File: src/hw/rtl/ufs_pkg.sv
// Package for the URI field splitter: the classified byte item, back-end status,
// the scheme name table and character constants.
// Used by ufs_front, ufs_fifo, ufs_back and uri_field_splitter.
package ufs_pkg;

	localparam int MAX_LEN_DEF    = 1024;
	localparam int FIFO_DEPTH_DEF = 4;
	localparam int NUM_NAMES      = 9;
	localparam int OFF_W          = 10;
	localparam int PORT_W         = 16;
	localparam int SCHEME_W       = 4;
	localparam int RES_W          = 56;

	localparam logic [7:0] CH_COLON = 8'h3A;
	localparam logic [7:0] CH_SLASH = 8'h2F;
	localparam logic [7:0] CH_DIGIT0 = 8'h30;
	localparam logic [7:0] CH_DIGIT9 = 8'h39;
	localparam logic [7:0] CH_LOWER = 8'h20;
	localparam logic [PORT_W-1:0] PORT_MAX = 16'hFFFF;

	// One input byte after classification in the front end.
	typedef struct packed {
		logic [7:0] ch;
		logic       has_byte;
		logic       last;
		logic       is_zero;
		logic       is_colon;
		logic       is_slash;
		logic       is_digit;
		logic [3:0] digit;
	} ufs_item_t;

	// Back-end status, watched by the top level.
	typedef struct packed {
		logic pop_last;
		logic s2_valid;
	} ufs_back_stat_t;

	// Length of scheme name k (gopher, finger, gemini, https, http, file, about, ssh, ftp).
	function automatic logic [2:0] name_len(input int k);
		logic [2:0] len;
		case (k)
			0, 1, 2: len = 3'd6;
			3, 6:    len = 3'd5;
			4, 5:    len = 3'd4;
			default: len = 3'd3;
		endcase
		return len;
	endfunction

	// Lowercase character i of scheme name k; zero past the end of the name.
	function automatic logic [7:0] name_char(input int k, input logic [2:0] i);
		logic [47:0] txt;
		logic [7:0]  c;
		case (k)
			0:       txt = "gopher";
			1:       txt = "finger";
			2:       txt = "gemini";
			3:       txt = {8'h00, "https"};
			4:       txt = {16'h0000, "http"};
			5:       txt = {16'h0000, "file"};
			6:       txt = {8'h00, "about"};
			7:       txt = {24'h000000, "ssh"};
			default: txt = {24'h000000, "ftp"};
		endcase
		// The string's first character sits in the highest used byte.
		if (i < name_len(k)) begin
			c = txt[8*(32'(name_len(k)) - 1 - 32'(i)) +: 8];
		end else begin
			c = 8'h00;
		end
		return c;
	endfunction

endpackage

File: src/hw/rtl/ufs_front.sv
// Front end of the URI field splitter: accepts stream transfers and classifies
// each byte into a ufs_pkg::ufs_item_t held in one register stage.
// Depends on ufs_pkg.
module ufs_front (
	input  logic               clk,
	input  logic               arst_n,
	input  logic               s_axis_tvalid,
	output logic               s_axis_tready,
	input  logic [7:0]         s_axis_tdata,  // [7:0] ch
	input  logic               s_axis_tuser,  // [0] has_byte
	input  logic               s_axis_tlast,
	output logic               out_valid,
	input  logic               out_ready,
	output ufs_pkg::ufs_item_t out_item
);

	logic               valid_s1;
	ufs_pkg::ufs_item_t item_s1;
	ufs_pkg::ufs_item_t cls;

	always_comb begin
		cls.ch       = s_axis_tdata;
		cls.has_byte = s_axis_tuser;
		cls.last     = s_axis_tlast;
		cls.is_zero  = (s_axis_tdata == 8'h00);
		cls.is_colon = (s_axis_tdata == ufs_pkg::CH_COLON);
		cls.is_slash = (s_axis_tdata == ufs_pkg::CH_SLASH);
		cls.is_digit = (s_axis_tdata >= ufs_pkg::CH_DIGIT0) &&
			(s_axis_tdata <= ufs_pkg::CH_DIGIT9);
		cls.digit    = 4'(s_axis_tdata - ufs_pkg::CH_DIGIT0);
	end

	assign s_axis_tready = !valid_s1 || out_ready;

	always_ff @(posedge clk or negedge arst_n) begin
		if (!arst_n) begin
			valid_s1 <= 1'b0;
		end else if (s_axis_tready) begin
			valid_s1 <= s_axis_tvalid;
		end
	end

	always_ff @(posedge clk) begin
		if (s_axis_tready && s_axis_tvalid) begin
			item_s1 <= cls;
		end
	end

	assign out_valid = valid_s1;
	assign out_item  = item_s1;

endmodule

File: src/hw/rtl/ufs_fifo.sv
// Short queue of classified bytes between the front and back ends of the
// URI field splitter. Depends on ufs_pkg.
module ufs_fifo #(
	parameter int DEPTH = ufs_pkg::FIFO_DEPTH_DEF
) (
	input  logic               clk,
	input  logic               arst_n,
	input  logic               in_valid,
	output logic               in_ready,
	input  ufs_pkg::ufs_item_t in_item,
	output logic               out_valid,
	input  logic               out_ready,
	output ufs_pkg::ufs_item_t out_item
);

	localparam int PTR_W = (DEPTH > 1) ? $clog2(DEPTH) : 1;
	localparam int CNT_W = $clog2(DEPTH + 1);

	ufs_pkg::ufs_item_t mem_q [DEPTH];
	logic [PTR_W-1:0]   wr_ptr_q;
	logic [PTR_W-1:0]   rd_ptr_q;
	logic [CNT_W-1:0]   count_q;
	logic               push;
	logic               pop;

	assign in_ready  = (count_q != CNT_W'(DEPTH));
	assign out_valid = (count_q != '0);
	assign out_item  = mem_q[rd_ptr_q];
	assign push      = in_valid && in_ready;
	assign pop       = out_valid && out_ready;

	always_ff @(posedge clk or negedge arst_n) begin
		if (!arst_n) begin
			wr_ptr_q <= '0;
			rd_ptr_q <= '0;
			count_q  <= '0;
		end else begin
			if (push) begin
				wr_ptr_q <= (wr_ptr_q == PTR_W'(DEPTH - 1)) ? '0 : wr_ptr_q + 1'b1;
			end
			if (pop) begin
				rd_ptr_q <= (rd_ptr_q == PTR_W'(DEPTH - 1)) ? '0 : rd_ptr_q + 1'b1;
			end
			if (push && !pop) begin
				count_q <= count_q + 1'b1;
			end else if (pop && !push) begin
				count_q <= count_q - 1'b1;
			end
		end
	end

	always_ff @(posedge clk) begin
		if (push) begin
			mem_q[wr_ptr_q] <= in_item;
		end
	end

endmodule

File: src/hw/rtl/ufs_back.sv
// Back end of the URI field splitter: parses the byte stream, snapshots the
// string state on the last byte and builds the packed result.
// Depends on ufs_pkg.
module ufs_back #(
	parameter int MAX_LEN = ufs_pkg::MAX_LEN_DEF
) (
	input  logic                      clk,
	input  logic                      arst_n,
	input  logic                      in_valid,
	output logic                      in_ready,
	input  ufs_pkg::ufs_item_t        in_item,
	output logic                      m_valid,
	input  logic                      m_ready,
	output logic [ufs_pkg::RES_W-1:0] m_data,
	output ufs_pkg::ufs_back_stat_t   stat
);

	localparam int POS_W = $clog2(MAX_LEN);
	localparam logic [POS_W-1:0] LEN_LIMIT = POS_W'(MAX_LEN - 1);
	localparam int NN = ufs_pkg::NUM_NAMES;
	localparam int PW = ufs_pkg::PORT_W;

	// Live string state. Tracker 0 counts from offset 0, tracker 1 from after "://".
	logic [POS_W-1:0] pos_q;
	logic [15:0]      recent_q;
	logic             sep_q;
	logic [POS_W-1:0] soff_q;
	logic [NN-1:0]    kw_q;
	logic             term_q;
	logic             long_q;
	logic [1:0]       hv_q;
	logic [POS_W-1:0] he_q [2];
	logic [1:0]       col_q;
	logic [1:0]       done_q;
	logic [PW-1:0]    port_q [2];
	logic [1:0]       sv_q;
	logic [POS_W-1:0] sl_q [2];

	logic [POS_W-1:0] n_pos;
	logic [15:0]      n_recent;
	logic             n_sep;
	logic [POS_W-1:0] n_soff;
	logic [NN-1:0]    n_kw;
	logic             n_term;
	logic             n_long;
	logic [1:0]       n_hv;
	logic [POS_W-1:0] n_he [2];
	logic [1:0]       n_col;
	logic [1:0]       n_done;
	logic [PW-1:0]    n_port [2];
	logic [1:0]       n_sv;
	logic [POS_W-1:0] n_sl [2];

	// Snapshot of one finished string.
	logic             v_s2;
	logic             sep_s2;
	logic [POS_W-1:0] soff_s2;
	logic [NN-1:0]    kw_s2;
	logic [POS_W-1:0] pos_s2;
	logic             long_s2;
	logic             hv_s2;
	logic [POS_W-1:0] he_s2;
	logic             col_s2;
	logic [PW-1:0]    port_s2;
	logic             sv_s2;
	logic [POS_W-1:0] sl_s2;

	logic                      m_valid_q;
	logic [ufs_pkg::RES_W-1:0] m_data_q;

	logic s2_adv;
	logic s2_free;
	logic pop;
	logic pop_last;

	assign s2_adv   = v_s2 && (!m_valid_q || m_ready);
	assign s2_free  = !v_s2 || s2_adv;
	assign in_ready = !in_item.last || s2_free;
	assign pop      = in_valid && in_ready;
	assign pop_last = pop && in_item.last;

	// Effect of one byte on the live state.
	always_comb begin
		logic [7:0]       lc;
		logic [19:0]      pv;
		logic [POS_W-1:0] idx;
		n_pos    = pos_q;
		n_recent = recent_q;
		n_sep    = sep_q;
		n_soff   = soff_q;
		n_kw     = kw_q;
		n_term   = term_q;
		n_long   = long_q;
		n_hv     = hv_q;
		n_col    = col_q;
		n_done   = done_q;
		n_sv     = sv_q;
		for (int t = 0; t < 2; t++) begin
			n_he[t]   = he_q[t];
			n_port[t] = port_q[t];
			n_sl[t]   = sl_q[t];
		end
		lc  = in_item.ch | ufs_pkg::CH_LOWER;
		idx = pos_q;
		pv  = '0;
		if (pop && in_item.has_byte && !term_q) begin
			if (in_item.is_zero) begin
				n_term = 1'b1;
			end else if (pos_q >= LEN_LIMIT) begin
				n_long = 1'b1;
			end else begin
				for (int k = 0; k < NN; k++) begin
					if (idx < POS_W'(ufs_pkg::name_len(k)) &&
						lc != ufs_pkg::name_char(k, idx[2:0])) begin
						n_kw[k] = 1'b0;
					end
				end
				if (!sep_q && in_item.is_slash &&
					recent_q == {ufs_pkg::CH_COLON, ufs_pkg::CH_SLASH} &&
					idx >= POS_W'(2)) begin
					n_sep  = 1'b1;
					n_soff = idx - POS_W'(2);
				end
				// The after-separator tracker only sees bytes past a separator found earlier.
				for (int t = 0; t < 2; t++) begin
					if (t == 0 || sep_q) begin
						if (!hv_q[t] && (in_item.is_colon || in_item.is_slash)) begin
							n_hv[t] = 1'b1;
							n_he[t] = idx;
						end
						if (!sv_q[t] && in_item.is_slash) begin
							n_sv[t] = 1'b1;
							n_sl[t] = idx;
						end
						if (!col_q[t]) begin
							if (in_item.is_colon) begin
								n_col[t] = 1'b1;
							end
						end else if (!done_q[t]) begin
							if (in_item.is_digit) begin
								pv = {port_q[t], 3'b000} + {3'b000, port_q[t], 1'b0} +
									20'(in_item.digit);
								n_port[t] = (pv > 20'(ufs_pkg::PORT_MAX)) ?
									ufs_pkg::PORT_MAX : pv[PW-1:0];
							end else begin
								n_done[t] = 1'b1;
							end
						end
					end
				end
				n_recent = {recent_q[7:0], in_item.ch};
				n_pos    = idx + 1'b1;
			end
		end
	end

	always_ff @(posedge clk or negedge arst_n) begin
		if (!arst_n) begin
			pos_q    <= '0;
			recent_q <= '0;
			sep_q    <= 1'b0;
			soff_q   <= '0;
			kw_q     <= '1;
			term_q   <= 1'b0;
			long_q   <= 1'b0;
			hv_q     <= '0;
			col_q    <= '0;
			done_q   <= '0;
			sv_q     <= '0;
			for (int t = 0; t < 2; t++) begin
				he_q[t]   <= '0;
				port_q[t] <= '0;
				sl_q[t]   <= '0;
			end
		end else if (pop_last) begin
			pos_q    <= '0;
			recent_q <= '0;
			sep_q    <= 1'b0;
			soff_q   <= '0;
			kw_q     <= '1;
			term_q   <= 1'b0;
			long_q   <= 1'b0;
			hv_q     <= '0;
			col_q    <= '0;
			done_q   <= '0;
			sv_q     <= '0;
			for (int t = 0; t < 2; t++) begin
				he_q[t]   <= '0;
				port_q[t] <= '0;
				sl_q[t]   <= '0;
			end
		end else begin
			pos_q    <= n_pos;
			recent_q <= n_recent;
			sep_q    <= n_sep;
			soff_q   <= n_soff;
			kw_q     <= n_kw;
			term_q   <= n_term;
			long_q   <= n_long;
			hv_q     <= n_hv;
			col_q    <= n_col;
			done_q   <= n_done;
			sv_q     <= n_sv;
			for (int t = 0; t < 2; t++) begin
				he_q[t]   <= n_he[t];
				port_q[t] <= n_port[t];
				sl_q[t]   <= n_sl[t];
			end
		end
	end

	always_ff @(posedge clk or negedge arst_n) begin
		if (!arst_n) begin
			v_s2 <= 1'b0;
		end else if (s2_free) begin
			v_s2 <= pop_last;
		end
	end

	// The snapshot keeps only the tracker that the result will use.
	always_ff @(posedge clk) begin
		if (pop_last) begin
			sep_s2  <= n_sep;
			soff_s2 <= n_soff;
			kw_s2   <= n_kw;
			pos_s2  <= n_pos;
			long_s2 <= n_long;
			hv_s2   <= n_sep ? n_hv[1] : n_hv[0];
			he_s2   <= n_sep ? n_he[1] : n_he[0];
			col_s2  <= n_sep ? n_col[1] : n_col[0];
			port_s2 <= n_sep ? n_port[1] : n_port[0];
			sv_s2   <= n_sep ? n_sv[1] : n_sv[0];
			sl_s2   <= n_sep ? n_sl[1] : n_sl[0];
		end
	end

	// Result fields from the snapshot.
	logic [POS_W:0]                  beg;
	logic [POS_W:0]                  hlen;
	logic [ufs_pkg::SCHEME_W-1:0]    scheme;
	logic [ufs_pkg::RES_W-1:0]       res;

	always_comb begin
		beg  = sep_s2 ? ({1'b0, soff_s2} + (POS_W+1)'(3)) : '0;
		hlen = hv_s2 ? ({1'b0, he_s2} - beg) : ({1'b0, pos_s2} - beg);
		scheme = '0;
		// Walk downward so the first name in table order wins.
		for (int k = NN - 1; k >= 0; k--) begin
			if (sep_s2 && soff_s2 != '0 && soff_s2 == POS_W'(ufs_pkg::name_len(k)) &&
				kw_s2[k]) begin
				scheme = ufs_pkg::SCHEME_W'(k + 1);
			end
		end
		res        = '0;
		res[3:0]   = scheme;
		res[4]     = sep_s2;
		res[14:5]  = ufs_pkg::OFF_W'(beg);
		res[24:15] = ufs_pkg::OFF_W'(hlen);
		res[40:25] = col_s2 ? port_s2 : '0;
		res[41]    = sv_s2;
		res[51:42] = sv_s2 ? ufs_pkg::OFF_W'(sl_s2) : '0;
		res[52]    = long_s2;
	end

	always_ff @(posedge clk or negedge arst_n) begin
		if (!arst_n) begin
			m_valid_q <= 1'b0;
		end else if (!m_valid_q || m_ready) begin
			m_valid_q <= v_s2;
		end
	end

	always_ff @(posedge clk) begin
		if (s2_adv) begin
			m_data_q <= res;
		end
	end

	assign m_valid = m_valid_q;
	assign m_data  = m_data_q;

	assign stat.pop_last = pop_last;
	assign stat.s2_valid = v_s2;

endmodule

File: src/hw/rtl/uri_field_splitter.sv
// Top level of the URI field splitter: front end, byte queue and back end.
// Depends on ufs_pkg, ufs_front, ufs_fifo and ufs_back.
//
// Channel   Direction  Payload
// s_axis    in         tdata[7:0] ch, tuser has_byte, tlast last
// m_axis    out        tdata scheme/absolute/host/port/path/too_long, one per string
//
// One byte is accepted per cycle while s_axis_tready is high; each byte updates the parser
// state as the back end takes it, and the classify register plus queue keep both sides moving.
// A result passes the classify register, queue, snapshot stage and output register after
// its last byte is accepted; when nothing stalls, a new string may start on the next cycle.
// Reset clears all control and parser state at once; there is no clearing pass.
// While the output register stalls, one more result waits in the snapshot stage;
// only then is the last byte of a further string held back, and the queue and the
// classify register take FIFO_DEPTH further bytes before s_axis_tready drops.
module uri_field_splitter #(
	parameter int MAX_LEN    = ufs_pkg::MAX_LEN_DEF,
	parameter int FIFO_DEPTH = ufs_pkg::FIFO_DEPTH_DEF
) (
	input  logic                      clk,
	input  logic                      arst_n,
	input  logic                      s_axis_tvalid,
	output logic                      s_axis_tready,
	input  logic [7:0]                s_axis_tdata,  // [7:0] ch
	input  logic                      s_axis_tuser,  // [0] has_byte
	input  logic                      s_axis_tlast,
	output logic                      m_axis_tvalid,
	input  logic                      m_axis_tready,
	// [3:0] scheme_code, [4] is_absolute, [14:5] host_start, [24:15] host_length,
	// [40:25] port_value, [41] has_path, [51:42] path_start, [52] too_long
	output logic [ufs_pkg::RES_W-1:0] m_axis_tdata
);

	logic                    fr_valid;
	logic                    fr_ready;
	ufs_pkg::ufs_item_t      fr_item;
	logic                    q_valid;
	logic                    q_ready;
	ufs_pkg::ufs_item_t      q_item;
	ufs_pkg::ufs_back_stat_t stat;

	ufs_front u_front (
		.clk           (clk),
		.arst_n        (arst_n),
		.s_axis_tvalid (s_axis_tvalid),
		.s_axis_tready (s_axis_tready),
		.s_axis_tdata  (s_axis_tdata),
		.s_axis_tuser  (s_axis_tuser),
		.s_axis_tlast  (s_axis_tlast),
		.out_valid     (fr_valid),
		.out_ready     (fr_ready),
		.out_item      (fr_item)
	);

	ufs_fifo #(
		.DEPTH (FIFO_DEPTH)
	) u_fifo (
		.clk       (clk),
		.arst_n    (arst_n),
		.in_valid  (fr_valid),
		.in_ready  (fr_ready),
		.in_item   (fr_item),
		.out_valid (q_valid),
		.out_ready (q_ready),
		.out_item  (q_item)
	);

	ufs_back #(
		.MAX_LEN (MAX_LEN)
	) u_back (
		.clk      (clk),
		.arst_n   (arst_n),
		.in_valid (q_valid),
		.in_ready (q_ready),
		.in_item  (q_item),
		.m_valid  (m_axis_tvalid),
		.m_ready  (m_axis_tready),
		.m_data   (m_axis_tdata),
		.stat     (stat)
	);

	// A classified byte waiting on a full queue must not change.
	assert property (@(posedge clk) disable iff (!arst_n)
		(fr_valid && !fr_ready) |=> (fr_valid && $stable(fr_item)))
		else $error("front stage lost or changed a byte while the queue was full");

	// Taking the last byte of a string always fills the snapshot stage.
	assert property (@(posedge clk) disable iff (!arst_n)
		stat.pop_last |=> stat.s2_valid)
		else $error("last byte taken but no snapshot was stored");

	// A new result only appears after a snapshot was waiting.
	assert property (@(posedge clk) disable iff (!arst_n)
		$rose(m_axis_tvalid) |-> $past(stat.s2_valid))
		else $error("result appeared without a finished string");

endmodule
File: config.mk
export PLATFORM = sky130hd
export DESIGN_NAME = uri_field_splitter
export DESIGN_NICKNAME = d
export VERILOG_FILES = /design/src/hw/rtl/ufs_pkg.sv /design/src/hw/rtl/ufs_front.sv /design/src/hw/rtl/ufs_fifo.sv /design/src/hw/rtl/ufs_back.sv /design/src/hw/rtl/uri_field_splitter.sv
export SDC_FILE = /design/constraint.sdc
export NUM_CORES = 1
export LEC_CHECK = 0
export ABC_AREA = 1
export ABC_CLOCK_PERIOD_IN_PS = 5400
export BUFFER_PORTS_ARGS = -buffer_cell sky130_fd_sc_hd__buf_2
export CAP_MARGIN = 40
export CORE_AREA = 10 10 267 269
export CTS_BUF_LIST = sky130_fd_sc_hd__clkbuf_8
export CTS_CLUSTER_DIAMETER = 30
export DETAILED_ROUTE_END_ITERATION = 8
export DIE_AREA = 0 0 277 279
export GPL_ROUTABILITY_DRIVEN = 0
export GPL_TIMING_DRIVEN = 0
export PLACE_DENSITY_LB_ADDON = 0.1
export SLEW_MARGIN = 25
export SYNTH_ARGS = -nofsm -noshare
export SYNTH_HDL_FRONTEND = slang
export SYNTH_SLANG_ARGS = --single-unit
File: constraint.sdc
create_clock -name clk -period 5.4 [get_ports clk]
set_input_delay 0.54 -clock clk [delete_from_list [all_inputs] [get_ports clk]]
set_output_delay 0.54 -clock clk [all_outputs]
set_load 0.03 [all_outputs]
## Word level (Yosys, flattened, before mapping)

Memories as Yosys holds them, arrays and structs flattened.
Index checks and enable logic that the tools add are counted.

| word-level totals | value |
|---|---|
| RAM bits | 72 |
| input bits | 14 |
| word-level logic and storage cells | 398 |
| memories | 1 |
| register bits | 279 |

| cells by class | value |
|---|---|
| reductions and logical operators | 72 |
| multiplexer cells | 210 |
| add/sub/neg operators | 22 |
| equal/unequal tests | 21 |
| magnitude comparators | 14 |
| shift operators | 9 |

Memory list:

| name | words | width | rd ports | clocked after memory_dff | wr ports | line | text |
|---|---|---|---|---|---|---|---|
| u_fifo.mem_q | 4 | 18 | 1 | 0 | 1 | ufs_fifo.sv:19 | `ufs_pkg::ufs_item_t mem_q [DEPTH];` |

Operator list:

| cell | number |
|---|---|
| 48-bit 2-to-1 mux | 27 |
| 48-bit by 33-bit variable part select with 8-bit output | 9 |
| 8-bit 2-to-1 mux | 36 |
| 16-bit 2-to-1 mux | 14 |
| 10-bit 2-to-1 mux | 19 |
| 20-bit 2-to-1 mux | 8 |
| 32-bit 2-to-1 mux | 4 |
| 3-bit 2-to-1 mux | 34 |
| 29-bit by 3-bit subtractor with 29-bit output | 3 |
| 8-bit inequality test | 9 |
| 1-bit 2-to-1 mux | 42 |
| 19-bit by 17-bit adder with 20-bit output | 2 |
| 20-bit by 4-bit adder with 20-bit output | 2 |
| 20-bit by 16-bit > comparator with 1-bit output, second input constant | 2 |
| 1-bit logical AND | 40 |
| 10-bit by 3-bit less-than comparator with 1-bit output | 4 |
| 2-bit 2-to-1 mux | 20 |
| 9-bit 2-to-1 mux | 4 |
| 10-bit by 3-bit == test with 1-bit output, second input constant | 3 |
| 10-bit subtractor | 2 |
| 16-bit by 14-bit == test with 1-bit output, second input constant | 1 |
| 8-bit by 6-bit == test with 1-bit output, second input constant | 2 |
| 3-bit by 1-bit subtractor with 4-bit output, second input constant | 4 |
| 1-bit zero test | 12 |
| other kinds (29) | 45 |

## Longest topological paths before layout

Gate-level depths: netlist of run 1.

| logic depth | value |
|---|---|
| word-level depth | 28 |
| depth in mapped cells | 25 |
| mapped depth without buffers | 22 |

## Hierarchy

From an unflattened synthesis of run 1, not the netlist that was laid out.

| second synthesis, totals | value |
|---|---|
| cells, all modules | 2194 |
| area, all modules | 19132.1 µm² |

By module, submodules not included:

| module | times used | area each (µm²) | cells an instance |
|---|---|---|---|
| ufs_back | 1 | 15197.1 | 1882 |
| ufs_fifo | 1 | 3350.7 | 268 |
| ufs_front | 1 | 584.3 | 44 |

## Least setup slack after synthesis of run 1

No wires, ideal clock.

| timing | value |
|---|---|
| path kind | register -> register |
| from | reg u_fifo.rd_ptr_q[0] |
| to | reg u_back.col_s2 (enable) |
| stages on the path, launching flop included | 10 |
| data arrival time | 3.302 ns |
| slack | 1.635 ns |
| setup time | 0.462 ns |
| required time | 4.938 ns |
| cell sequence | dfrtp_1 -> buf_6 -> nand2_1 -> nand3_1 -> nand3_2 -> nand2_1 -> inv_2 -> nand3_1 -> inv_2 -> clkbuf_1 |

| on the way | value |
|---|---|
| cells in the longest elaborated chain, start to end | 5 |

RTL lines:

| element | line | text |
|---|---|---|
| start: declaration | ufs_fifo.sv:21 | `logic [PTR_W-1:0] rd_ptr_q;` |
| start signal: assignment | ufs_fifo.sv:42 | `rd_ptr_q <= (rd_ptr_q == PTR_W'(DEPTH - 1)) ? '0 : rd_ptr_q + 1'b1;` |
| memory 4 x 18 bit * | n/a |  |
| 1-bit zero test | ufs_back.sv:78 | `assign in_ready = !in_item.last \|\| s2_free;` |
| 1-bit logical OR | ufs_back.sv:78 |  |
| 1-bit logical AND | ufs_back.sv:79 | `assign pop = in_valid && in_ready;` |
| 1-bit logical AND * | ufs_back.sv:80 | `assign pop_last = pop && in_item.last;` |
| via u_back.pop_last | ufs_back.sv:74 | `logic pop_last;` |
| end signal: assignment | ufs_back.sv:230 | `col_s2 <= n_sep ? n_col[1] : n_col[0];` |
| end: declaration | ufs_back.sv:63 | `logic col_s2;` |

Mark *: on every way through the listed nets, which the timed path passes. The rest lies on a longest branch.
A chain may end at the register's enable or synchronous reset.

## Final worst setup path of run 1

| timing | value |
|---|---|
| from | reg u_fifo.rd_ptr_q[0] |
| to | reg u_back.port_s2[11] (data pin) |

| on the way | value |
|---|---|
| cells in the longest elaborated chain, start to end | 12 |
| elaborated cells between the ends (all ways) | 30 |
| those cells by class | 2 x add/sub; 2 x order compare; 17 x mux; 8 x reduce/logical; 1 x memory |

RTL lines:

| element | line | text |
|---|---|---|
| memory 4 x 18 bit * | n/a |  |
| 20-bit by 4-bit adder with 20-bit output | ufs_back.sv:141 | `pv = {port_q[t], 3'b000} + {3'b000, port_q[t], 1'b0} +` |
| 20-bit by 16-bit > comparator with 1-bit output | ufs_back.sv:143 | `n_port[t] = (pv > 20'(ufs_pkg::PORT_MAX)) ?` |
| 16-bit 2-to-1 mux | ufs_back.sv:143 |  |
| 16-bit 2-to-1 mux | ufs_back.sv:140 | `if (in_item.is_digit) begin` |
| 16-bit 2-to-1 mux | ufs_back.sv:139 | `end else if (!done_q[t]) begin` |
| 16-bit 2-to-1 mux | ufs_back.sv:135 | `if (!col_q[t]) begin` |
| 16-bit 2-to-1 mux | ufs_back.sv:126 | `if (t == 0 \|\| sep_q) begin` |
| 32-bit 2-to-1 mux | ufs_back.sv:109 | `end else if (pos_q >= LEN_LIMIT) begin` |
| 32-bit 2-to-1 mux | ufs_back.sv:107 | `if (in_item.is_zero) begin` |
| 32-bit 2-to-1 mux | ufs_back.sv:106 | `if (pop && in_item.has_byte && !term_q) begin` |
| 16-bit 2-to-1 mux * | ufs_back.sv:231 | `port_s2 <= n_sep ? n_port[1] : n_port[0];` |
| end signal: assignment | ufs_back.sv:231 |  |
| end: declaration | ufs_back.sv:64 | `logic [PW-1:0] port_s2;` |

Every way passes the cells marked *; elsewhere a longest branch is shown, timed or not.

==> results of run 1 <==
[cells by family (layout without fill, tap and decap cells)]
group | count (synthesis) | in the layout
AOI/OAI and AO/OA | 170 | 170
xor gates and xnor gates | 46 | 46
adders and majority gates | 100 | 100
buffers and inverters | 378 | 644
DFF | 331 | 331
muxes | 8 | 8
other | 1 | 4
and+or+nand+nor | 1125 | 1125
[metrics by stage]
| stage | util (%) | power, mW | area, sq um | hold WS, ns |
|---|---|---|---|---|
| after global placement | 30.1 | 9.38 | 19700 | 0.402 |
| after detailed placement | 30.4 | 9.59 | 19900 | 0.410 |
| after CTS | 33.9 | 13.7 | 22200 | 0.00721 |
| final | 33.9 | 13.4 | 22200 | 0.0718 |
| after floorplan | - | 7.75 | 18300 | 0.244 |
| after global routing | 33.9 | 14.5 | 22200 | 0.0254 |
[placed cells by master (no fill, tap or decap), drive strengths merged, types with 9 or more instances in the layout]
cell / n
nand2: 602
inv: 334
nor2: 250
edfxtp: 193
nand3: 188
buf: 130
dfrtp: 129
clkbuf: 128
ha: 94
a21oi: 72
o21ai: 61
xor2: 35
clkinv: 29
nor3: 28
nand4: 26
o22ai: 14
or2: 14
bufinv: 13
xnor2: 11
dfstp: 9
[registers in the layout (all words and copies together), names as in the netlist, 14 cells and up]
name / cells
u_fifo.mem_q: 56
u_back.m_data: 53
u_back.port_q: 32
u_back.he_q: 20
u_back.sl_q: 20
u_back.port_s2: 16
u_back.recent_q: 16
u_front.out_item: 14
[power by group through the flow]
stage	registers (mW)	logic, mW	clock network (mW)
after floorplan	4.46	3.29	0
after global placement	4.18	5.20	0
after detailed placement	4.12	5.47	0
after CTS	4.08	5.49	4.10
after global routing	4.16	6.05	4.25
final	4.07	5.37	3.97
[final cells by class]
| type | instances | share of cell area [%] |
|---|---|---|
| buffer | 68 | 1.67 |
| timing repair buffer | 81 | 2.55 |
| multi-input combinational | 1452 | 33.8 |
| inverter | 310 | 5.23 |
| clock buffer | 112 | 6.93 |
| antenna | 1 | 0.0112 |
| clock inverter | 73 | 3.28 |
| tap | 864 | 4.86 |
| sequential | 331 | 41.6 |
[worst max-delay path by stage]
stage | from | end | depth (start not counted)
floorplan | u_fifo.rd_ptr_q[0] | u_back.col_s2 | 9
global placement | m_axis_tready | u_back.m_data[18] | 3
detailed placement | u_fifo.rd_ptr_q[0] | u_back.port_s2[6] | 24
CTS | u_fifo.rd_ptr_q[0] | u_back.port_s2[6] | 24
global route | u_fifo.rd_ptr_q[0] | u_back.port_s2[6] | 24
finish | u_fifo.rd_ptr_q[0] | u_back.port_s2[11] | 24
[layer usage]
layer | vias to the layer above | global-route usage, %
met1 | 6697 | 17.8
met4 | 0 | 4.43
li1 | 7389 | -
met2 | 245 | 21.3
met5 | - | 0
met3 | 102 | 2.59
==> flow_metrics.tcl, run 1 <==
set metrics [dict create \
    post_synth_and_or_nand_nor_area_fraction_pct 26.1 \
    drtPass1Iterations 5 \
    clock_sink_count 331 \
    avgRoutedWirePerCell_microns 15.7 \
    irDropWorstVdd_mv 0.221 \
    synth-async-reset-ratio_pct 41.7 \
    netlist.top_cell.by_area "edfxtp_1" \
    maxCapViolCount 0 \
    final.setup.tns_ns 0 \
    skew_pair_late_insertion_delay_ns 0.69 \
    largest_family_of_logic_cells_by_synthesized_area "simple AND/OR/NAND/NOR gates" \
    slew_violations 0 \
    synth.cell_area_sq_um 18300 \
    timing.max_slew.rel_slack_pct 41.3 \
    synth_compound_gate_area_share_pct 5.15 \
    global_route.overflow_total 0 \
    regToRegEndpoint "u_back.port_s2[11]" \
    clk_pin_slew_worst_paths_ns 0.05 \
    postSynth.topFlopCell "edfxtp_1" \
    ys_warn_count 0 \
    first_global_vias 14800 \
    final_ant_viol_nets 0 \
    min_path_type "in -> reg" \
    finish.cell_count_without_fillers 3292 \
    routed_via_density 4.38 \
    fin_crit_share_pct 88.0 \
    timing.reg2reg.setup_slack_ns 0.65 \
    wl_met3_microns 2020 \
    critical_path_required_ns 5.80 \
    total_switching_power_mw 5.48 \
    cts_tree "built" \
    cells_along_the_critical_path "inv_2 -> buf_6 -> buf_2 -> nand2_1 -> nand3_1 -> nand2_2 -> inv_1 -> fa_1 -> fa_1 -> nand2_1 -> nand2_1 -> nand3_1 -> nand2_1 -> nand2_1 -> nand2_1 -> nand2_1 -> nand2_1 -> inv_1 -> nand2_1 -> nor2_1 -> buf_4 -> nand2_1 -> nand3_1 -> nand2_1" \
    power_density_nw_per_um2 603 \
    first_iter_violations 818 \
    synthToLayoutAreaGrowth_pct 21.6 \
    timing.critical_path.mode_cell "nand2_1" \
    cell_class_contributing_the_biggest_share_of_worst_path_delay "simple AND/OR/NAND/NOR gates" \
    clk_pwr_share_pct 29.6 \
    final_hold_violations 0 \
    timing.reg2reg.worst_path_depth 24 \
    multi_input_comb_area_sq_um 7530 \
    cts-root-buf "clkbuf_8" \
    placed_insts 3103 \
    met2WireLength_microns 23300 \
    die_width_microns 277 \
    regArea_sq_um 9260 \
    finish.net_count 2456 \
    tightestPinTransition_ns 0.873 \
    fill_cells 6949 \
    cts_resized 0 \
    critPathCaptureType "flip-flop" \
    wirelength_met1_microns 25100 \
    slowest_cell_on_crit_path "fa_1" \
    design.core.area_sq_um 65600 \
    post_cts_setup_repair_buffer_count 0 \
    rsz0062_at_grt "false" \
    worstHoldEndpoint "u_front.out_item[17]" \
    path_buf_inv 6 \
    dr_total_vias 14400 \
    port-buffer-count 68 \
    synthTopCellsByArea "edfxtp_1 32%, dfrtp_1 18%, nand2_1 12%, ha_1 6.4%, inv_1 6.1%" \
    grt_max_degree 79 \
    maxClockFrequency_mhz 210 \
    netSwitchingFraction_pct 40.9 \
    initial_core_util_pct 27.9 \
    synthesized_area_per_cell_sq_um 8.47 \
    cp.arrival_ns 5.16 \
    totalWireLength_microns 51500 \
    synth_mux_area_share_pct 0.486 \
    cpPeakStageDelay_ns 0.55 \
    timing.rr.start "u_fifo.rd_ptr_q[0]" \
    std_cell_rows 94 \
    cell_internal_pwr_mw 7.93 \
    min_delay_path_depth 1 \
    run_status "finished clean" \
    ios 72 \
    grt_util_all_layers_pct 13.3 \
    combinational_share_of_power_pct 40.0 \
    synth_enable_flop_cells 193 \
    start_kind "flip-flop" \
    route.top_layer_used "met4" \
    worst-setup-path-type "reg -> reg" \
    yosys.area.top_type_share_pct 31.7 \
    first_pass_grt_wire_length_microns 82600 \
    ys_types 55 \
    ctsLongestPathBuffers 3 \
    synth_adder_area_share_pct 7.09 \
    finalWorstPathRequiredPeriod_ns 4.75 \
    post-place-ws_ns 0.625 \
    initial_antenna_violation_count 1 \
    post_synth_inst_count 2159 \
    finalSetupViolations 0 \
    cts_hold_buffers 3 \
    drive_gt1_share_pct 14.4 \
    seqPwrFrac_pct 30.4 \
    synthesized_area_fraction_occupied_by_xor_and_xnor_cells_pct 2.20 \
    synth_sequential_area_ratio_pct 50.6 \
    start_point_of_the_worst_min_delay_path "s_axis_tdata[7]" \
    total_die_area_sq_um 77300 \
    cts_buffers 98 \
    finalWorstSetupSlack_ns 0.645 \
    dpl_hpwl_microns 37700 \
    crit_fanout 10 \
    die_height_microns 279 \
    drc 0 \
    post-synth-top-count-cell "nand2_1" \
    ys_seq_elements 331 \
    h_tree_depth 3 \
    clk_skew_ns 0.0420 \
    netlist_top_cells_count "594 x nand2_1, 295 x inv_1, 243 x nor2_1" \
    cellLeakagePower_nw 11.1 \
]
(Power assumes the default switching activity.)
==> inputs of run 2 (changes only) <==
--- a/config.mk
+++ b/config.mk
@@ -10,7 +10,6 @@
 export BUFFER_PORTS_ARGS = -buffer_cell sky130_fd_sc_hd__buf_2
 export CAP_MARGIN = 40
 export CORE_AREA = 10 10 267 269
-export CTS_BUF_LIST = sky130_fd_sc_hd__clkbuf_8
 export CTS_CLUSTER_DIAMETER = 30
 export DETAILED_ROUTE_END_ITERATION = 8
 export DIE_AREA = 0 0 277 279
==> flow_metrics.tcl, run 2 (same netlist as run 1, synthesis figures left out) <==
set metrics [dict create \
    run_status "finished clean" \
    synthToLayoutAreaGrowth_pct 27.9 \
    skew_pair_late_insertion_delay_ns 0.63 \
    timing.max_slew.rel_slack_pct 41.2 \
    finish.net_count 2454 \
    grt_util_all_layers_pct 13.4 \
    cts_resized 0 \
    crit_end "u_back.port_s2[11]" \
    final_cell_mix "594 x nand2_1, 295 x inv_1, 239 x nor2_1, 193 x edfxtp_1, 181 x nand3_1" \
    cts_tree "built" \
    irDropWorstVdd_mv 0.324 \
    slew_violations 0 \
    cts_hold_buffers 1 \
    dpl_hpwl_microns 37700 \
    layout_commonest_cell "nand2_1" \
    grtUsageMet2_pct 21.5 \
    slowest_cell_on_crit_path "fa_1" \
    timing.reg2reg.worst_path_depth 24 \
    maxCapViolCount 0 \
    dr_total_vias 14500 \
    worst-setup-path-type "reg -> reg" \
    first_pass_grt_wire_length_microns 83100 \
    finalWorstPathRequiredPeriod_ns 4.73 \
    rsz0062_at_grt "false" \
    cells_along_the_critical_path "inv_2 -> buf_6 -> buf_2 -> nand2_1 -> nand3_1 -> nand2_2 -> inv_1 -> fa_1 -> fa_1 -> nand2_1 -> nand2_1 -> nand3_1 -> nand2_1 -> nand2_1 -> nand2_1 -> nand2_1 -> nand2_1 -> inv_1 -> nand2_1 -> nor2_1 -> buf_4 -> nand2_1 -> nand3_1 -> nand2_1" \
    timing.rr.start "u_fifo.rd_ptr_q[0]" \
    initial_antenna_violation_count 0 \
    clk_pin_slew_worst_paths_ns 0.04 \
    first_iter_violations 762 \
    totalWireLength_microns 51700 \
    avgRoutedWirePerCell_microns 15.7 \
    power_density_nw_per_um2 654 \
    min_path_type "in -> reg" \
    first_global_vias 14800 \
    total_die_area_sq_um 77300 \
    clock_sink_count 331 \
    ctsLongestPathBuffers 3 \
    finalSetupViolations 0 \
    maxClockFrequency_mhz 211 \
    grt_max_degree 79 \
    final_ant_viol_nets 0 \
    post_cts_setup_repair_buffer_count 0 \
    routed_via_density 4.41 \
    critPathLaunch "u_fifo.rd_ptr_q[0]" \
    final_hold_violations 0 \
    final_core_util_pct 35.7 \
    critPathCaptureType "flip-flop" \
    crit_fanout 10 \
    regToRegEndpoint "u_back.port_s2[11]" \
    global_route.overflow_total 0 \
    critical_path_required_ns 5.75 \
    design.core.area_sq_um 65600 \
    port-buffer-count 68 \
    cts_buffers 98 \
    timing.critical_path.mode_cell "nand2_1" \
    cpPeakStageDelay_ns 0.55 \
    drive_gt1_share_pct 14.4 \
    ios 72 \
    max_flop_register "u_fifo.mem_q" \
    cts-root-buf "clkbuf_16" \
    start_point_of_the_worst_min_delay_path "s_axis_tuser" \
    start_kind "flip-flop" \
    fin_crit_share_pct 87.6 \
    antenna_cells 0 \
    drtPass1Iterations 5 \
    die_width_microns 277 \
    hold_slack_ns 0.0884 \
    tightestPinTransition_ns 0.874 \
    max_ffs_per_register 56 \
    clk_skew_ns 0.0343 \
    cellLeakagePower_nw 11.5 \
    drc 0 \
    cp.arrival_ns 5.09 \
    use_met1_pct 17.9 \
    die_height_microns 279 \
    grt.met3_usage_pct 2.56 \
    timing.reg2reg.setup_slack_ns 0.67 \
    initial_core_util_pct 27.9 \
    std_cell_rows 94 \
    fill_cells 6802 \
    globalRoute.busiestLayer "met2" \
    h_tree_depth 3 \
]
## run 2: cell count changes in the layout (fill, tap and decap cells not counted), sizes merged
cell	change
clkinv	+3
clkinvlp	-1
dlygate4sd3	-2
diode	-1
clkbuf	+21
inv	-23
## run 2: how the worst min path moves through the flow
| stage | slack [ns] | to | depth (start not counted) |
|---|---|---|---|
| final | 0.09 | u_front.out_item[9] | 1 |
| after detailed placement | 0.41 | u_back.m_data[52] | 0 |
| after global routing | 0.07 | u_front.out_item[8] | 1 |
| after floorplan | 0.24 | u_back.col_q[0] | 0 |
| after CTS | 0.05 | u_front.out_item[9] | 1 |
| after global placement | 0.40 | u_back.m_data[52] | 0 |
## run 2: layer usage
layer	vias up	part of all wire, %
met5	-	0
met4	0	2.2
met3	90	3.9
met2	275	46
met1	6769	48
li1	7383	-
## run 2: worst max-delay path: cells and delay by family (launching register included)
family / cells / cell delay (ns)
fa+ha+maj: 2 / 1.00
buf+inv: 6 / 1.20
simple gates: 16 / 1.84
flops: 1 / 0.41
## run 2: where the power goes
| part | switching, mW | internal, mW | leakage [nW] | total [mW] |
|---|---|---|---|---|
| clock network | 1.72 | 4.13 | 1.66 | 5.85 |
| logic | 3.76 | 1.61 | 6.12 | 5.37 |
| registers | 0.287 | 3.79 | 3.73 | 4.08 |
## run 2: through the flow
step / area (sq um) / total power, mW / setup TNS, ns / cells / worst slack, ns
4_1_cts: 23400 / 15.6 / 0 / 3289 / 0.593
3_3_place_gp: 19700 / 9.38 / -54.37 / 3093 / -0.677
5_1_grt: 23400 / 16.4 / 0 / 3289 / 0.187
2_1_floorplan: 18300 / 7.75 / 0 / 2161 / 1.64
3_5_place_dp: 19900 / 9.59 / 0 / 3103 / 0.625
6_report: 23400 / 15.3 / 0 / 3289 / 0.667
## run 2: cell type report
type                    instances  area, sq um  area share [%]
multi-input cells            1452         7530            32.2
repair buffers                 79          548            2.34
well taps                     864         1080            4.62
inverters                     310         1160            4.97
flip-flops and latches        331         9260            39.6
plain buffers                  68          372            1.59
clock inverters                52          719            3.07
clock buffers                 133         2720            11.6
==> inputs of run 3 (changes only) <==
--- a/config.mk
+++ b/config.mk
@@ -9,10 +9,10 @@
 export ABC_CLOCK_PERIOD_IN_PS = 5400
 export BUFFER_PORTS_ARGS = -buffer_cell sky130_fd_sc_hd__buf_2
 export CAP_MARGIN = 40
-export CORE_AREA = 10 10 267 269
+export CORE_AREA = 10 10 297 242
 export CTS_CLUSTER_DIAMETER = 30
 export DETAILED_ROUTE_END_ITERATION = 8
-export DIE_AREA = 0 0 277 279
+export DIE_AREA = 0 0 307 252
 export GPL_ROUTABILITY_DRIVEN = 0
 export GPL_TIMING_DRIVEN = 0
 export PLACE_DENSITY_LB_ADDON = 0.1
==> flow_metrics.tcl, run 3 (same netlist as run 1, synthesis figures left out) <==
set metrics [dict create \
    timing.reg2reg.worst_path_depth 22 \
    irDropWorstVdd_mv 0.262 \
    global_route.overflow_total 0 \
    total_switching_power_mw 5.80 \
    total_die_area_sq_um 77400 \
    fin_crit_share_pct 91.6 \
    dpl_hpwl_microns 38900 \
    cts-root-buf "clkbuf_16" \
    cts_hold_buffers 1 \
    clock_sink_count 331 \
    drc 0 \
    critical_path_required_ns 5.78 \
    drtPass1Iterations 7 \
    final_cell_mix "594 x nand2_1, 295 x inv_1, 239 x nor2_1, 193 x edfxtp_1, 181 x nand3_1" \
    timing.critical_path.mode_cell "nand2_1" \
    design.core.area_sq_um 65500 \
    seqPwrFrac_pct 26.4 \
    finish.cell_count_without_fillers 3279 \
    totalWireLength_microns 52900 \
    run_status "finished clean" \
    initial_antenna_violation_count 0 \
    ios 72 \
    critPathCaptureType "flip-flop" \
    max_ffs_per_register 56 \
    finalWorstSetupSlack_ns 0.453 \
    cts_tree "built" \
    cts_buffers 95 \
    placed_insts 3098 \
    slew_violations 0 \
    die_width_microns 307 \
    antenna_cells 0 \
    initial_core_util_pct 27.9 \
    tightestPinTransition_ns 0.795 \
    start_kind "flip-flop" \
    layout_commonest_cell "nand2_1" \
    drive_gt1_share_pct 14.4 \
    netSwitchingFraction_pct 37.5 \
    port-buffer-count 68 \
    hold_slack_ns 0.0937 \
    maxCapViolCount 0 \
    clk_pwr_share_pct 38.5 \
    finalWorstPathRequiredPeriod_ns 4.95 \
    min_delay_path_depth 1 \
    placed_cell_area_sq_um 19900 \
    regArea_sq_um 9260 \
    cell_internal_pwr_mw 9.66 \
    finalSetupViolations 0 \
    power_density_nw_per_um2 660 \
    cts_resized 0 \
    final_design_area_no_fill_sq_um 23400 \
    maxClockFrequency_mhz 202 \
    crit_fanout 10 \
    finish.net_count 2452 \
    first_global_vias 14700 \
    synthToLayoutAreaGrowth_pct 28.0 \
    post_cts_setup_repair_buffer_count 0 \
    cellLeakagePower_nw 11.5 \
    final_hold_violations 0 \
    avgRoutedWirePerCell_microns 16.1 \
    die_height_microns 252 \
    final.setup.tns_ns 0 \
    first_pass_grt_wire_length_microns 83500 \
    max_flop_register "u_fifo.mem_q" \
    ctsLongestPathBuffers 3 \
    clk_skew_ns 0.0326 \
    post-place-ws_ns 0.418 \
    grt_max_degree 80 \
    worst-setup-path-type "reg -> reg" \
    combinational_share_of_power_pct 35.1 \
    cp.arrival_ns 5.33 \
    final_ant_viol_nets 0 \
    std_cell_rows 84 \
    skew_pair_late_insertion_delay_ns 0.63 \
    dr_total_vias 14700 \
    first_iter_violations 1026 \
    routed_via_density 4.49 \
    grt_util_all_layers_pct 13.7 \
    cells_along_the_critical_path "inv_2 -> buf_2 -> nand3_1 -> nand2_2 -> inv_1 -> fa_1 -> fa_1 -> nand2_1 -> nand2_1 -> nand3_1 -> nand2_1 -> nand2_1 -> nand2_1 -> nand2_1 -> nand2_1 -> inv_1 -> nand2_1 -> nor2_1 -> buf_4 -> nand2_1 -> nand3_1 -> nand2_1" \
    rsz0062_at_grt "false" \
    slowest_cell_on_crit_path "nor2_1" \
    multi_input_comb_area_sq_um 7530 \
    fill_cells 6646 \
    cpPeakStageDelay_ns 0.56 \
    min_path_type "in -> reg" \
    timing.max_slew.rel_slack_pct 46.4 \
    h_tree_depth 3 \
    clk_pin_slew_worst_paths_ns 0.05 \
]
run 3: cell types whose count changed in the layout (fill, tap and decap cells not counted), moves of 2 or more:
| cell | change |
|---|---|
| buf_6 | -3 |
| buf_12 | -2 |
| clkinv_2 | +6 |
| clkbuf_8 | -8 |
| bufinv_16 | +7 |
| clkbuf_16 | -2 |
| clkinvlp_4 | -4 |
| buf_8 | +4 |
| clkbuf_1 | -7 |
| clkinv_1 | +2 |
run 3: cell type report:
class	instances	area share [%]
inverter	310	4.97
timing repair buffer	80	2.42
sequential	331	39.5
clock inverter	62	3.91
buffer	68	1.59
multi-input combinational	1452	32.2
tap	860	4.59
clock buffer	116	10.8
run 3: worst paths after layout:
check,start,endpoint,slack (ns)
max in group asynchronous,arst_n,u_back.pos_q[1],4.09
min in group asynchronous,arst_n,u_back.port_q[28],0.46
max reg2reg,u_fifo.rd_ptr_q[1],u_back.port_s2[14],0.45
max,u_fifo.rd_ptr_q[1],u_back.port_s2[14],0.45
min reg2reg,u_back.long_s2,u_back.m_data[52],0.41
min,s_axis_tuser,u_front.out_item[9],0.09
run 3: worst max-delay path: cells and delay by family (launching register included):
family / cells / cell delay [ns]
adder cells (fa/ha/maj): 2 / 0.99
buffers and inverters: 5 / 1.07
flip-flops: 1 / 0.47
AND/OR/NAND/NOR: 15 / 2.16
run 3: per-layer routing:
layer / part of all wire, % / global-route usage, % / vias up
li1: - / - / 7395
met1: 52 / 19.9 / 6948
met2: 41 / 19.8 / 289
met3: 4.9 / 2.92 / 89
met4: 2.2 / 4.67 / 0
met5: 0 / 0 / -
run 3: through the flow:
step / total power [mW] / util [%]
after CTS: 15.7 / 35.7
after global placement: 9.44 / 30.1
final: 15.5 / 35.8
after detailed placement: 9.63 / 30.5
after global routing: 16.5 / 35.8
after floorplan: 7.75 / -
run 3: power groups by stage:
stage / registers, mW / logic, mW / clock network, mW
after floorplan: 4.46 / 3.29 / 0
after global placement: 4.18 / 5.26 / 0
after detailed placement: 4.12 / 5.50 / 0
after CTS: 4.09 / 5.52 / 6.07
after global routing: 4.17 / 6.11 / 6.23
final: 4.08 / 5.43 / 5.96
